`src/rtl/core/sscd_pkg.sv`:
```
`default_nettype none

package sscd_pkg;

    // Longest section that is still parsed; bytes beyond it spoil the section.
    localparam int MAX_SECTION_BYTES = 4096;
    localparam int POS_W             = $clog2(MAX_SECTION_BYTES + 1);
    // Common width for position and length arithmetic (position + 1 + 255).
    localparam int CMP_W             = 14;

    localparam int          WALK_START = 16;
    localparam int          MIN_LENGTH = 11;
    localparam logic [7:0]  DST_TAG    = 8'h96;
    localparam logic [7:0]  DST_LENGTH = 8'd2;

    localparam logic CFG_MATCH_ID = 1'b0;
    localparam logic CFG_NOTIFY   = 1'b1;

    typedef enum logic [2:0] {
        KIND_SEEN     = 3'd0,
        KIND_CHANGED  = 3'd1,
        KIND_TIME     = 3'd2,
        KIND_OFFSET   = 3'd3,
        KIND_DST      = 3'd4,
        KIND_COMPLETE = 3'd5
    } kind_t;

    typedef enum logic [1:0] {
        PH_TAG  = 2'd0,
        PH_LEN  = 2'd1,
        PH_BODY = 2'd2
    } phase_t;

    // One finished section whose notices are still to be sent.
    typedef struct packed {
        logic        lead_changed;
        logic        has_time;
        logic        has_offset;
        logic        has_dst;
        logic [31:0] new_time;
        logic [7:0]  new_offset;
        logic [14:0] new_dst;
    } job_t;

    // Handshake between the parser, the job queue and the notice emitter.
    typedef struct packed {
        logic push;
        logic full;
    } front_ctl_t;

    typedef struct packed {
        logic pop;
        logic empty;
    } back_ctl_t;

endpackage

`default_nettype wire

```
`src/rtl/core/sscd_if.sv`:
```
`default_nettype none

interface sscd_in_if;
    logic       valid;
    logic       ready;
    logic       func;
    logic [7:0] data_byte;
    logic       last_byte;

    modport source (output valid, func, data_byte, last_byte, input ready);
    modport sink   (input valid, func, data_byte, last_byte, output ready);
endinterface

interface sscd_out_if;
    logic                valid;
    logic                ready;
    sscd_pkg::kind_t     kind;
    logic [31:0]         time_value;
    logic [7:0]          offset_value;
    logic                dst_known;
    logic                dst_active;
    logic [4:0]          dst_day;
    logic [7:0]          dst_hour;
    logic                final_notice;

    modport source (output valid, kind, time_value, offset_value, dst_known, dst_active,
                    dst_day, dst_hour, final_notice, input ready);
    modport sink   (input valid, kind, time_value, offset_value, dst_known, dst_active,
                    dst_day, dst_hour, final_notice, output ready);
endinterface

`default_nettype wire

```
`src/rtl/core/sscd_front.sv`:
```
`default_nettype none

module sscd_front (
    input  wire logic                 clk,
    input  wire logic                 rst_n,
    sscd_in_if.sink                   byte_ch,
    input  wire logic                 cfg_write,
    input  wire logic                 cfg_index,
    input  wire logic [7:0]           cfg_data,
    output sscd_pkg::front_ctl_t      ctl,
    input  wire logic                 queue_full,
    output sscd_pkg::job_t            job
);

    localparam int PW = sscd_pkg::POS_W;
    localparam int CW = sscd_pkg::CMP_W;

    logic [7:0]  match_id_reg;
    logic        notify_reg;

    logic [PW-1:0]        pos_reg,    pos_next;
    logic [11:0]          len_reg,    len_next;
    logic                 bad_reg,    bad_next;
    sscd_pkg::phase_t     phase_reg,  phase_next;
    logic [7:0]           tag_reg,    tag_next;
    logic [7:0]           rem_reg,    rem_next;
    logic [7:0]           first_reg,  first_next;
    logic [31:0]          time_reg,   time_next;
    logic [7:0]           offset_reg, offset_next;
    logic [14:0]          dst_reg,    dst_next;
    logic [31:0]          s_time_reg,   s_time_next;
    logic [7:0]           s_offset_reg, s_offset_next;
    logic [14:0]          s_dst_reg,    s_dst_next;

    logic          accept;
    logic          overlong;
    logic [CW-1:0] pos_w;
    logic [CW-1:0] end_w;
    logic [7:0]    b;
    logic [7:0]    rem_dec;
    logic          fin_ok;
    logic          d_time;
    logic          d_offset;
    logic          d_dst;

    assign byte_ch.ready = !queue_full;
    assign accept        = byte_ch.valid && byte_ch.ready;
    assign b             = byte_ch.data_byte;
    assign pos_w         = CW'(pos_reg);
    assign end_w         = CW'(len_reg) - CW'(1);
    assign overlong      = pos_w >= CW'(sscd_pkg::MAX_SECTION_BYTES);
    assign rem_dec       = rem_reg - 8'd1;

    always_comb
    begin
        pos_next      = pos_reg;
        len_next      = len_reg;
        bad_next      = bad_reg;
        phase_next    = phase_reg;
        tag_next      = tag_reg;
        rem_next      = rem_reg;
        first_next    = first_reg;
        time_next     = time_reg;
        offset_next   = offset_reg;
        dst_next      = dst_reg;
        s_time_next   = s_time_reg;
        s_offset_next = s_offset_reg;
        s_dst_next    = s_dst_reg;
        fin_ok        = 1'b0;
        d_time        = 1'b0;
        d_offset      = 1'b0;
        d_dst         = 1'b0;
        ctl.push      = 1'b0;
        ctl.full      = queue_full;

        if (accept && byte_ch.func)
        begin
            pos_next      = '0;
            len_next      = '0;
            bad_next      = 1'b0;
            phase_next    = sscd_pkg::PH_TAG;
            tag_next      = '0;
            rem_next      = '0;
            first_next    = '0;
            time_next     = '0;
            offset_next   = '0;
            dst_next      = '0;
            s_time_next   = '0;
            s_offset_next = '0;
            s_dst_next    = '0;
        end
        else if (accept)
        begin
            if (overlong)
            begin
                bad_next = 1'b1;
            end
            else if (!bad_reg)
            begin
                priority if (pos_w == CW'(0))
                begin
                    if (b != match_id_reg)
                        bad_next = 1'b1;
                end
                else if (pos_w == CW'(1))
                begin
                    if (b[7:6] != 2'b00)
                        bad_next = 1'b1;
                    len_next = {b[3:0], 8'h00};
                end
                else if (pos_w == CW'(2))
                begin
                    len_next = {len_reg[11:8], b};
                    if (len_next < 12'(sscd_pkg::MIN_LENGTH))
                        bad_next = 1'b1;
                end
                else if (pos_w == CW'(3))
                begin
                    if (b[4:0] != 5'd0)
                        bad_next = 1'b1;
                end
                else if (pos_w <= CW'(7))
                begin
                    time_next = {time_reg[23:0], b};
                end
                else if (pos_w == CW'(8))
                begin
                    offset_next = b;
                end
                else if (pos_w >= CW'(sscd_pkg::WALK_START) && pos_w < end_w)
                begin
                    // Descriptor walk between the fixed header and the CRC.
                    unique case (phase_reg)
                        sscd_pkg::PH_TAG:
                        begin
                            if (pos_w + CW'(1) < end_w)
                            begin
                                tag_next   = b;
                                phase_next = sscd_pkg::PH_LEN;
                            end
                        end
                        sscd_pkg::PH_LEN:
                        begin
                            rem_next = b;
                            if (pos_w + CW'(1) + CW'(b) > end_w)
                                bad_next = 1'b1;
                            else if (tag_reg == sscd_pkg::DST_TAG && b != sscd_pkg::DST_LENGTH)
                                bad_next = 1'b1;
                            else if (b == 8'd0)
                                phase_next = sscd_pkg::PH_TAG;
                            else
                                phase_next = sscd_pkg::PH_BODY;
                        end
                        sscd_pkg::PH_BODY:
                        begin
                            if (tag_reg == sscd_pkg::DST_TAG)
                            begin
                                if (rem_reg == 8'd2)
                                    first_next = b;
                                else if (rem_reg == 8'd1)
                                    dst_next = {1'b1, first_reg[7], first_reg[4:0], b};
                            end
                            rem_next = rem_dec;
                            if (rem_dec == 8'd0)
                                phase_next = sscd_pkg::PH_TAG;
                        end
                        default:
                        begin
                            phase_next = sscd_pkg::PH_TAG;
                        end
                    endcase
                end
            end

            if (!overlong)
                pos_next = pos_reg + PW'(1);

            if (byte_ch.last_byte)
            begin
                fin_ok = !bad_next && !overlong && (pos_w == CW'(len_next) + CW'(2));
                if (fin_ok)
                begin
                    d_time   = time_next != s_time_reg;
                    d_offset = offset_next != s_offset_reg;
                    d_dst    = dst_next[13:0] != s_dst_reg[13:0];
                    ctl.push = notify_reg && (d_time || d_offset || d_dst);
                    s_time_next   = time_next;
                    s_offset_next = offset_next;
                    s_dst_next    = dst_next;
                end
                pos_next    = '0;
                len_next    = '0;
                bad_next    = 1'b0;
                phase_next  = sscd_pkg::PH_TAG;
                tag_next    = '0;
                rem_next    = '0;
                first_next  = '0;
                time_next   = '0;
                offset_next = '0;
                dst_next    = '0;
            end
        end
    end

    // The job carries the values as they stood just before the parser was cleared.
    always_comb
    begin
        job.lead_changed = !(d_time && s_time_reg == 32'd0);
        job.has_time     = d_time;
        job.has_offset   = d_offset;
        job.has_dst      = d_dst;
        job.new_time     = s_time_next;
        job.new_offset   = s_offset_next;
        job.new_dst      = s_dst_next;
    end

    always_ff @(posedge clk or negedge rst_n)
    begin
        if (!rst_n)
        begin
            match_id_reg <= 8'd197;
            notify_reg   <= 1'b1;
            pos_reg      <= '0;
            len_reg      <= '0;
            bad_reg      <= 1'b0;
            phase_reg    <= sscd_pkg::PH_TAG;
            tag_reg      <= '0;
            rem_reg      <= '0;
            first_reg    <= '0;
            time_reg     <= '0;
            offset_reg   <= '0;
            dst_reg      <= '0;
            s_time_reg   <= '0;
            s_offset_reg <= '0;
            s_dst_reg    <= '0;
        end
        else
        begin
            if (cfg_write)
            begin
                unique case (cfg_index)
                    sscd_pkg::CFG_MATCH_ID: match_id_reg <= cfg_data;
                    sscd_pkg::CFG_NOTIFY:   notify_reg   <= cfg_data[0];
                    default:                notify_reg   <= notify_reg;
                endcase
            end
            pos_reg      <= pos_next;
            len_reg      <= len_next;
            bad_reg      <= bad_next;
            phase_reg    <= phase_next;
            tag_reg      <= tag_next;
            rem_reg      <= rem_next;
            first_reg    <= first_next;
            time_reg     <= time_next;
            offset_reg   <= offset_next;
            dst_reg      <= dst_next;
            s_time_reg   <= s_time_next;
            s_offset_reg <= s_offset_next;
            s_dst_reg    <= s_dst_next;
        end
    end

endmodule

`default_nettype wire

```
`src/rtl/core/sscd_job_queue.sv`:
```
`default_nettype none

module sscd_job_queue (
    input  wire logic                 clk,
    input  wire logic                 rst_n,
    input  wire sscd_pkg::front_ctl_t front_ctl,
    input  wire sscd_pkg::job_t       push_job,
    output logic                      full,
    output sscd_pkg::back_ctl_t       back_ctl,
    input  wire logic                 pop,
    output sscd_pkg::job_t            head_job
);

    sscd_pkg::job_t entry_reg [2];
    logic           wr_ptr_reg, wr_ptr_next;
    logic           rd_ptr_reg, rd_ptr_next;
    logic [1:0]     count_reg,  count_next;
    logic           do_push;
    logic           do_pop;

    assign full           = count_reg == 2'd2;
    assign back_ctl.empty = count_reg == 2'd0;
    assign back_ctl.pop   = do_pop;
    assign do_push        = front_ctl.push && !full;
    assign do_pop         = pop && !back_ctl.empty;
    assign head_job       = entry_reg[rd_ptr_reg];

    always_comb
    begin
        wr_ptr_next = wr_ptr_reg ^ do_push;
        rd_ptr_next = rd_ptr_reg ^ do_pop;
        count_next  = count_reg + 2'(do_push) - 2'(do_pop);
    end

    always_ff @(posedge clk)
    begin
        if (do_push)
            entry_reg[wr_ptr_reg] <= push_job;
    end

    always_ff @(posedge clk or negedge rst_n)
    begin
        if (!rst_n)
        begin
            wr_ptr_reg <= 1'b0;
            rd_ptr_reg <= 1'b0;
            count_reg  <= 2'd0;
        end
        else
        begin
            wr_ptr_reg <= wr_ptr_next;
            rd_ptr_reg <= rd_ptr_next;
            count_reg  <= count_next;
        end
    end

endmodule

`default_nettype wire

```
`src/rtl/core/sscd_back.sv`:
```
`default_nettype none

module sscd_back (
    input  wire logic                 clk,
    input  wire logic                 rst_n,
    input  wire sscd_pkg::back_ctl_t  queue_ctl,
    input  wire sscd_pkg::job_t       head_job,
    output logic                      pop,
    sscd_out_if.source                notice_ch
);

    // Pending notices: lead, time, offset, daylight, complete.
    logic [4:0]      mask_reg,  mask_next;
    sscd_pkg::job_t  job_reg,   job_next;
    logic            valid_reg, valid_next;
    sscd_pkg::kind_t kind_reg,  kind_next;
    logic [31:0]     tval_reg,  tval_next;
    logic [7:0]      oval_reg,  oval_next;
    logic [14:0]     dval_reg,  dval_next;
    logic            final_reg, final_next;
    logic            slot_free;
    logic [4:0]      mask_left;

    assign slot_free = !valid_reg || notice_ch.ready;
    assign pop       = (mask_reg == 5'd0) && !queue_ctl.empty;

    always_comb
    begin
        mask_next  = mask_reg;
        job_next   = job_reg;
        valid_next = valid_reg && !notice_ch.ready;
        kind_next  = kind_reg;
        tval_next  = tval_reg;
        oval_next  = oval_reg;
        dval_next  = dval_reg;
        final_next = final_reg;
        mask_left  = mask_reg;

        if (pop)
        begin
            job_next  = head_job;
            mask_next = {1'b1, head_job.has_dst, head_job.has_offset, head_job.has_time, 1'b1};
        end
        else if (mask_reg != 5'd0 && slot_free)
        begin
            tval_next = '0;
            oval_next = '0;
            dval_next = '0;
            priority if (mask_reg[0])
            begin
                mask_left[0] = 1'b0;
                kind_next    = job_reg.lead_changed ? sscd_pkg::KIND_CHANGED
                                                    : sscd_pkg::KIND_SEEN;
            end
            else if (mask_reg[1])
            begin
                mask_left[1] = 1'b0;
                kind_next    = sscd_pkg::KIND_TIME;
                tval_next    = job_reg.new_time;
            end
            else if (mask_reg[2])
            begin
                mask_left[2] = 1'b0;
                kind_next    = sscd_pkg::KIND_OFFSET;
                oval_next    = job_reg.new_offset;
            end
            else if (mask_reg[3])
            begin
                mask_left[3] = 1'b0;
                kind_next    = sscd_pkg::KIND_DST;
                dval_next    = job_reg.new_dst;
            end
            else
            begin
                mask_left[4] = 1'b0;
                kind_next    = sscd_pkg::KIND_COMPLETE;
            end
            mask_next  = mask_left;
            valid_next = 1'b1;
            final_next = mask_left == 5'd0;
        end
    end

    assign notice_ch.valid        = valid_reg;
    assign notice_ch.kind         = kind_reg;
    assign notice_ch.time_value   = tval_reg;
    assign notice_ch.offset_value = oval_reg;
    assign notice_ch.dst_known    = dval_reg[14];
    assign notice_ch.dst_active   = dval_reg[13];
    assign notice_ch.dst_day      = dval_reg[12:8];
    assign notice_ch.dst_hour     = dval_reg[7:0];
    assign notice_ch.final_notice = final_reg;

    always_ff @(posedge clk)
    begin
        job_reg   <= job_next;
        kind_reg  <= kind_next;
        tval_reg  <= tval_next;
        oval_reg  <= oval_next;
        dval_reg  <= dval_next;
        final_reg <= final_next;
    end

    always_ff @(posedge clk or negedge rst_n)
    begin
        if (!rst_n)
        begin
            mask_reg  <= 5'd0;
            valid_reg <= 1'b0;
        end
        else
        begin
            mask_reg  <= mask_next;
            valid_reg <= valid_next;
        end
    end

endmodule

`default_nettype wire

```
`src/rtl/core/stt_section_change_detector_unit.sv`:
```
`default_nettype none

// Channel     Direction  Item
// byte_ch     in         func, data_byte, last_byte: one section byte or a clear command
// notice_ch   out        kind and values of one notice, final_notice on the last of a run
// cfg_*       in         write of the table id to match (index 0) or notify enable (index 1)
//
// Section bytes are taken at one per cycle; the parser holds all per-section state.
// A good section with changes queues one job if notify is enabled; a two-entry job queue
// sits between parser and emitter; the emitter fetches a job and sends up to five notices
// at one per cycle while notice_ch is ready. byte_ch stalls only while the queue is full.
// Reset clears the parser, the stored values and the queue, and loads the registers with
// table id 197 and notifications enabled; no clearing pass is needed.

module stt_section_change_detector_unit (
    input  wire logic        clk,
    input  wire logic        rst_n,
    sscd_in_if.sink          byte_ch,
    sscd_out_if.source       notice_ch,
    input  wire logic        cfg_write,
    input  wire logic        cfg_index,
    input  wire logic [7:0]  cfg_data
);

    sscd_pkg::front_ctl_t front_ctl;
    sscd_pkg::back_ctl_t  back_ctl;
    sscd_pkg::job_t       push_job;
    sscd_pkg::job_t       head_job;
    logic                 queue_full;
    logic                 pop;

    // The parser checks the header, walks the descriptors and, at the last byte of a
    // good section, compares against the stored values and updates them at once.
    sscd_front u_front (
        .clk        (clk),
        .rst_n      (rst_n),
        .byte_ch    (byte_ch),
        .cfg_write  (cfg_write),
        .cfg_index  (cfg_index),
        .cfg_data   (cfg_data),
        .ctl        (front_ctl),
        .queue_full (queue_full),
        .job        (push_job)
    );

    // The queue lets the parser move on to the next section while notices drain.
    sscd_job_queue u_queue (
        .clk       (clk),
        .rst_n     (rst_n),
        .front_ctl (front_ctl),
        .push_job  (push_job),
        .full      (queue_full),
        .back_ctl  (back_ctl),
        .pop       (pop),
        .head_job  (head_job)
    );

    // The emitter expands one job into its notices through a registered output.
    sscd_back u_back (
        .clk       (clk),
        .rst_n     (rst_n),
        .queue_ctl (back_ctl),
        .head_job  (head_job),
        .pop       (pop),
        .notice_ch (notice_ch)
    );

endmodule

`default_nettype wire

```
`src/flat_wrapper.sv`:
```
// flat-port wrapper written by rule: the top's interface ports become plain ports
module stt_section_change_detector_unit_flat 
  (clk, rst_n, cfg_write, cfg_index, cfg_data, byte_ch_valid, byte_ch_func, byte_ch_data_byte, byte_ch_last_byte, byte_ch_ready, notice_ch_valid, notice_ch_kind, notice_ch_time_value, notice_ch_offset_value, notice_ch_dst_known, notice_ch_dst_active, notice_ch_dst_day, notice_ch_dst_hour, notice_ch_final_notice, notice_ch_ready);
  sscd_in_if byte_ch_i ();
  sscd_out_if notice_ch_i ();
  input  wire logic clk;
  input  wire logic rst_n;
  input  wire logic cfg_write;
  input  wire logic cfg_index;
  input  wire logic [7:0] cfg_data;
  input wire logic [$bits(byte_ch_i.valid)-1:0] byte_ch_valid;
  input wire logic [$bits(byte_ch_i.func)-1:0] byte_ch_func;
  input wire logic [$bits(byte_ch_i.data_byte)-1:0] byte_ch_data_byte;
  input wire logic [$bits(byte_ch_i.last_byte)-1:0] byte_ch_last_byte;
  output wire logic [$bits(byte_ch_i.ready)-1:0] byte_ch_ready;
  output wire logic [$bits(notice_ch_i.valid)-1:0] notice_ch_valid;
  output wire logic [$bits(notice_ch_i.kind)-1:0] notice_ch_kind;
  output wire logic [$bits(notice_ch_i.time_value)-1:0] notice_ch_time_value;
  output wire logic [$bits(notice_ch_i.offset_value)-1:0] notice_ch_offset_value;
  output wire logic [$bits(notice_ch_i.dst_known)-1:0] notice_ch_dst_known;
  output wire logic [$bits(notice_ch_i.dst_active)-1:0] notice_ch_dst_active;
  output wire logic [$bits(notice_ch_i.dst_day)-1:0] notice_ch_dst_day;
  output wire logic [$bits(notice_ch_i.dst_hour)-1:0] notice_ch_dst_hour;
  output wire logic [$bits(notice_ch_i.final_notice)-1:0] notice_ch_final_notice;
  input wire logic [$bits(notice_ch_i.ready)-1:0] notice_ch_ready;
  assign byte_ch_i.valid = byte_ch_valid;
  assign byte_ch_i.func = byte_ch_func;
  assign byte_ch_i.data_byte = byte_ch_data_byte;
  assign byte_ch_i.last_byte = byte_ch_last_byte;
  assign byte_ch_ready = byte_ch_i.ready;
  assign notice_ch_valid = notice_ch_i.valid;
  assign notice_ch_kind = notice_ch_i.kind;
  assign notice_ch_time_value = notice_ch_i.time_value;
  assign notice_ch_offset_value = notice_ch_i.offset_value;
  assign notice_ch_dst_known = notice_ch_i.dst_known;
  assign notice_ch_dst_active = notice_ch_i.dst_active;
  assign notice_ch_dst_day = notice_ch_i.dst_day;
  assign notice_ch_dst_hour = notice_ch_i.dst_hour;
  assign notice_ch_final_notice = notice_ch_i.final_notice;
  assign notice_ch_i.ready = notice_ch_ready;
  stt_section_change_detector_unit u_core (.clk(clk), .rst_n(rst_n), .byte_ch(byte_ch_i), .notice_ch(notice_ch_i), .cfg_write(cfg_write), .cfg_index(cfg_index), .cfg_data(cfg_data));
endmodule
```
`config.mk`:
```
export PLATFORM = sky130hd
export DESIGN_NAME = stt_section_change_detector_unit_flat
export DESIGN_NICKNAME = d
export VERILOG_FILES = /design/src/rtl/core/sscd_pkg.sv /design/src/rtl/core/sscd_if.sv /design/src/rtl/core/sscd_front.sv /design/src/rtl/core/sscd_job_queue.sv /design/src/rtl/core/sscd_back.sv /design/src/rtl/core/stt_section_change_detector_unit.sv /design/src/flat_wrapper.sv
export SDC_FILE = /design/constraint.sdc
export NUM_CORES = 1
export LEC_CHECK = 0
export BUFFER_PORTS_ARGS = -buffer_cell sky130_fd_sc_hd__clkbuf_2
export CORE_MARGIN = 2
export CORE_UTILIZATION = 42
export DETAILED_ROUTE_END_ITERATION = 6
export PLACE_DENSITY = 0.7
export SLEW_MARGIN = 15
export SYNTH_ARGS = -nofsm -noshare
export SYNTH_HDL_FRONTEND = slang
export SYNTH_HIERARCHICAL = 1
export SYNTH_SLANG_ARGS = --single-unit
```
`constraint.sdc`:
```
create_clock -name clk -period 6.32 [get_ports clk]
set_input_delay 0.632 -clock clk [delete_from_list [all_inputs] [get_ports clk]]
set_output_delay 0.632 -clock clk [all_outputs]
set_load 0.05 [all_outputs]
```
Word-level counts from Yosys, hierarchy flattened

Memories as Yosys holds them, arrays and structs flattened.
Index checks and enable logic that the tools add are counted.

Equality and inequality tests: 28
Reductions and logical operators: 54
Multiplexer cells: 185
Add/sub/neg operators: 8
Bitwise operators: 7
Magnitude comparators: 7

Operators by type and width:

| operator                                                                | count |
|---|---|
| 32-bit 2-to-1 mux                                                       | 16 |
| 8-bit 2-to-1 mux                                                        | 59 |
| 15-bit 2-to-1 mux                                                       | 22 |
| 12-bit 2-to-1 mux                                                       | 9 |
| 13-bit 2-to-1 mux                                                       | 4 |
| 1-bit 2-to-1 mux                                                        | 46 |
| 2-bit 2-to-1 mux                                                        | 18 |
| 32-bit logical NOT                                                      | 1 |
| 32-bit != test                                                          | 1 |
| 13-bit by 2-bit equality test with 1-bit output (second input constant) | 2 |
| 3-bit != test (second input constant)                                   | 6 |
| 3-bit nonzero test                                                      | 6 |
| 8-bit logical NOT                                                       | 2 |
| 4-bit != test (second input constant)                                   | 4 |
| 8-bit != test                                                           | 2 |
| 8-bit case mux with 2 select lines                                      | 1 |
| 13-bit by 1-bit adder with 14-bit output (second input constant)        | 1 |
| 14-bit by 8-bit adder with 14-bit output                                | 1 |
| 14-bit > comparator                                                     | 1 |
| 14-bit logical NOT                                                      | 1 |
| 13-bit by 14-bit less-than comparator with 1-bit output                 | 1 |
| 14-bit less-than comparator                                             | 1 |
| 14-bit != test                                                          | 1 |
| 14-bit AND reduction                                                    | 1 |
| 41 further kinds                                                        | 82 |

Memory bits (writable): 118
Memories: 1
Register bits: 296
Logic and storage cells: 319

Memory list:

| memory                   | words | bits a word | read ports | clocked after memory_dff | write ports | RTL line             | RTL |
|---|---|---|---|---|---|---|---|
| u_core.u_queue.entry_reg | 2     | 59          | 1          | 0                        | 1           | sscd_job_queue.sv:14 | `sscd_pkg::job_t entry_reg [2];` |

Longest topological paths before layout

Word-level depth: 26
Mapped depth: 29
Depth with buffers taken out: 29

Cells and area by module

The synthesis kept the hierarchy.

Modules (own cells, without submodules):

| module         | times used | seq. area each (sq um) | area each (sq um) | cells an instance |
|---|---|---|---|---|
| sscd_front     | 1          | 4235.3                 | 11816.3           | 1241 |
| sscd_job_queue | 1          | 3643.5                 | 4787.1            | 205 |
| sscd_back      | 1          | 3603.5                 | 4157.7            | 213 |

Worst setup path before layout

No wires, ideal clock.

Kind: input to register
Start point: input port byte_ch_data_byte[1]
End point: memory u_core/u_queue/entry_reg[1][0] (netlist name) (enable)
Cell stages on the path: 24
Required time: 5.897 ns
Path buffers: 1
Slack: -0.140 ns
Arrival: 6.037 ns
Cells stage by stage: clkbuf_1 -> inv_1 -> fa_1 -> inv_1 -> a21oi_1 -> o21bai_1 -> a21oi_1 -> o21bai_1 -> a21oi_1 -> o21bai_1 -> nor2b_1 -> xnor2_1 -> ha_1 -> nand4_1 -> nor2_1 -> nand2_1 -> or3_1 -> o311a_1 -> and3_1 -> nor4_1 -> nand4b_1 -> a2111oi_1 -> and2_1 -> ha_1

RTL lines:

| what            | RTL line             | RTL |
|---|---|---|
| start, declared | flat_wrapper.sv:13   | `input wire logic [$bits(byte_ch_i.data_byte)-1:0] byte_ch_data_byte;` |
| end, declared   | sscd_job_queue.sv:14 |  |

==> flow_metrics.env <==
export IMPL_multi_input_area_um2=8520
export IMPL_postRouteAntennaNets=0
export IMPL_max_cap_viol_count=0
export IMPL_grt_pass1_wl_um=77100
export IMPL_end_kind="flip-flop"
export IMPL_avgSynthCellArea_um2=12.5
export IMPL_ys_warn_count=6
export IMPL_grt_use_total=0.192
export IMPL_dr_pass1_iters=6
export IMPL_core_rowCount=81
export IMPL_rsz0062_at_grt="no"
export IMPL_via_per_inst=5.65
export IMPL_drc=0
export IMPL_post_dp_hpwl_um=33000
export IMPL_clock_latency_ps=570
export IMPL_hold_violations=0
export IMPL_drt_initial_drc_count=1305
export IMPL_min_period_ps=5910
export IMPL_vdd_drop_max_mv=0.223
export IMPL_dpl_instance_area_um2=21800
export IMPL_p_leak_nw=9.60
export IMPL_first_global_vias=13446
export IMPL_setup_viol=0
export IMPL_critPathLaunchType="flip-flop"
export IMPL_syn_cell_area_um2=20700
export IMPL_fillers=4336
export IMPL_fp_dieW_um=226
export IMPL_cts_buffers=44
export IMPL_synth_nets=1746
export IMPL_seq_area_um2=11500
export IMPL_worst_endpoint_required_ps=6580
export IMPL_die_area_um2=51200
export IMPL_outcome="completed"
export IMPL_clk_pin_slew_ps=60
export IMPL_htree_levels=2
export IMPL_globalRouteOverflowTotal=0
export IMPL_placed_cells=2335
export IMPL_cts_sinks=412
export IMPL_pin_count=85
export IMPL_fin_total_pwr_mw=8.41
export IMPL_core_area_um2=48800
export IMPL_tightest_slew_ps=1120
export IMPL_portBuffers=84
export IMPL_routed_wl_um=48600
export IMPL_syn2layout_area_growth_pct=12.6
export IMPL_routedWlPerCell_um=20.1
export IMPL_die_h_um=226
export IMPL_period_share=0.935
export IMPL_antenna_found_initial=0
export IMPL_grt_max_degree=112
export IMPL_crit_arrival_ps=6170
export IMPL_start_util=0.425
export IMPL_cts_tree="built"
export IMPL_critPathMaxFanout=28
export IMPL_final_layout_size_suffix_gt1_frac=0.196
export IMPL_largest_reg_flops=118
export IMPL_gp_congestion=0.926
export IMPL_syn_inst=1657
export IMPL_power_density_nw_per_um2=360
export IMPL_fin_area_um2=23400
export IMPL_clk_path_buf_depth=3
export IMPL_final_nets=1808
export IMPL_slew_headroom=0.253
export IMPL_finClkSkew_ps=15.6
export IMPL_fmax_mhz=169
export IMPL_hold_path_class="in2reg"
export IMPL_final_cells=2419
export IMPL_cts_root_buffer="clkbuf_16"
export IMPL_hold_worst_slack_ps=303
export IMPL_maxSlewViolCount=0
export IMPL_critical_path_class="reg2reg"
export IMPL_vias=13664
==> per-layer routing <==
layer | global-route usage | up-vias | part of all wire
met5 | 0 | - | 0
met4 | 0.0660 | 0 | 0.029
met3 | 0.0299 | 110 | 0.070
met2 | 0.298 | 492 | 0.45
met1 | 0.274 | 6769 | 0.45
li1 | - | 6293 | -
==> critical path: stages (launching register included) <==
cell	delay [ps]
dfrtp_2	450
inv_1	180
ha_1	310
ha_1	300
a21o_1	180
a21oi_1	210
o21bai_1	90
a21oi_1	240
o21bai_1	120
a21oi_1	260
o21bai_1	170
a31o_2	260
ha_1	290
nand3_1	90
nor2_1	120
nand2_1	70
or3_1	340
o311a_1	190
and3_1	210
nor4_1	290
nand4b_1	130
buf_4	190
a2111oi_4	210
and2_2	260
ha_4	240
buf_12	210
==> final timing paths <==
check,from,to,slack [ps],depth (start not counted)
max in group asynchronous,rst_n,u_core/u_queue/rd_ptr_reg,4390,3
worst min-delay path,cfg_data[3],u_core/u_front/match_id_reg[3],300,2
min in group asynchronous,rst_n,u_core/u_front/time_reg[25],540,2
worst min register to register,u_core/u_front/tag_reg[4],u_core/u_front/tag_reg[4],500,1
worst max register to register,u_core/u_front/pos_reg[0],u_core/u_queue/entry_reg[1][35],410,25
worst max-delay path,u_core/u_front/pos_reg[0],u_core/u_queue/entry_reg[1][35],410,25
==> placed cells by master (no fill, tap or decap), types with 29 or more instances in the layout <==
cell type  count
mux2_4        59
a22o_1        57
a21oi_1       38
nor2_1        57
o21ai_0       55
nand3_1       73
and3_1        29
inv_1         62
mux2i_1       56
xnor2_1       77
edfxtp_1     233
o31ai_2       34
nand2_1       82
xor2_1        52
clkbuf_2      83
clkbuf_16     45
ha_1          62
and2_1        38
buf_4         35
dfrtp_1      172
==> through the flow <==
| stage | setup TNS, ps | setup WS, ps | util |
|---|---|---|---|
| after global routing | 0 | 9.47 | 0.478 |
| final | 0 | 413 | 0.478 |
| after CTS | 0 | 97.7 | 0.477 |
| after floorplan | -16520 | -140 | - |
| after global placement | 0 | 327 | 0.446 |
| after detailed placement | 0 | 119 | 0.446 |
==> final cells by class <==
class / count / area share
clock buffer: 59 / 0.0513
tap: 664 / 0.0356
inverter: 62 / 0.00996
clock inverter: 22 / 0.0128
multi-input combinational: 1074 / 0.364
sequential: 412 / 0.492
timing repair buffer: 125 / 0.0342
antenna: 1 / 0.000107
==> timing repair <==
action                                  CTS  global route
setup buffers                             0             1
hold buffers                              1             0
resized for setup                         0             7
endpoints found under the setup margin    0           120
hold endpoints to repair                 39             0
==> power breakdown <==
group | internal (mW) | switching, mW | leakage (nW)
logic | 0.709 | 1.47 | 4.34
clock network | 1.59 | 1.07 | 0.728
registers | 3.29 | 0.289 | 4.53
total | 5.59 | 2.82 | 9.60
No activity file was read; power rests on OpenSTA's default activity.
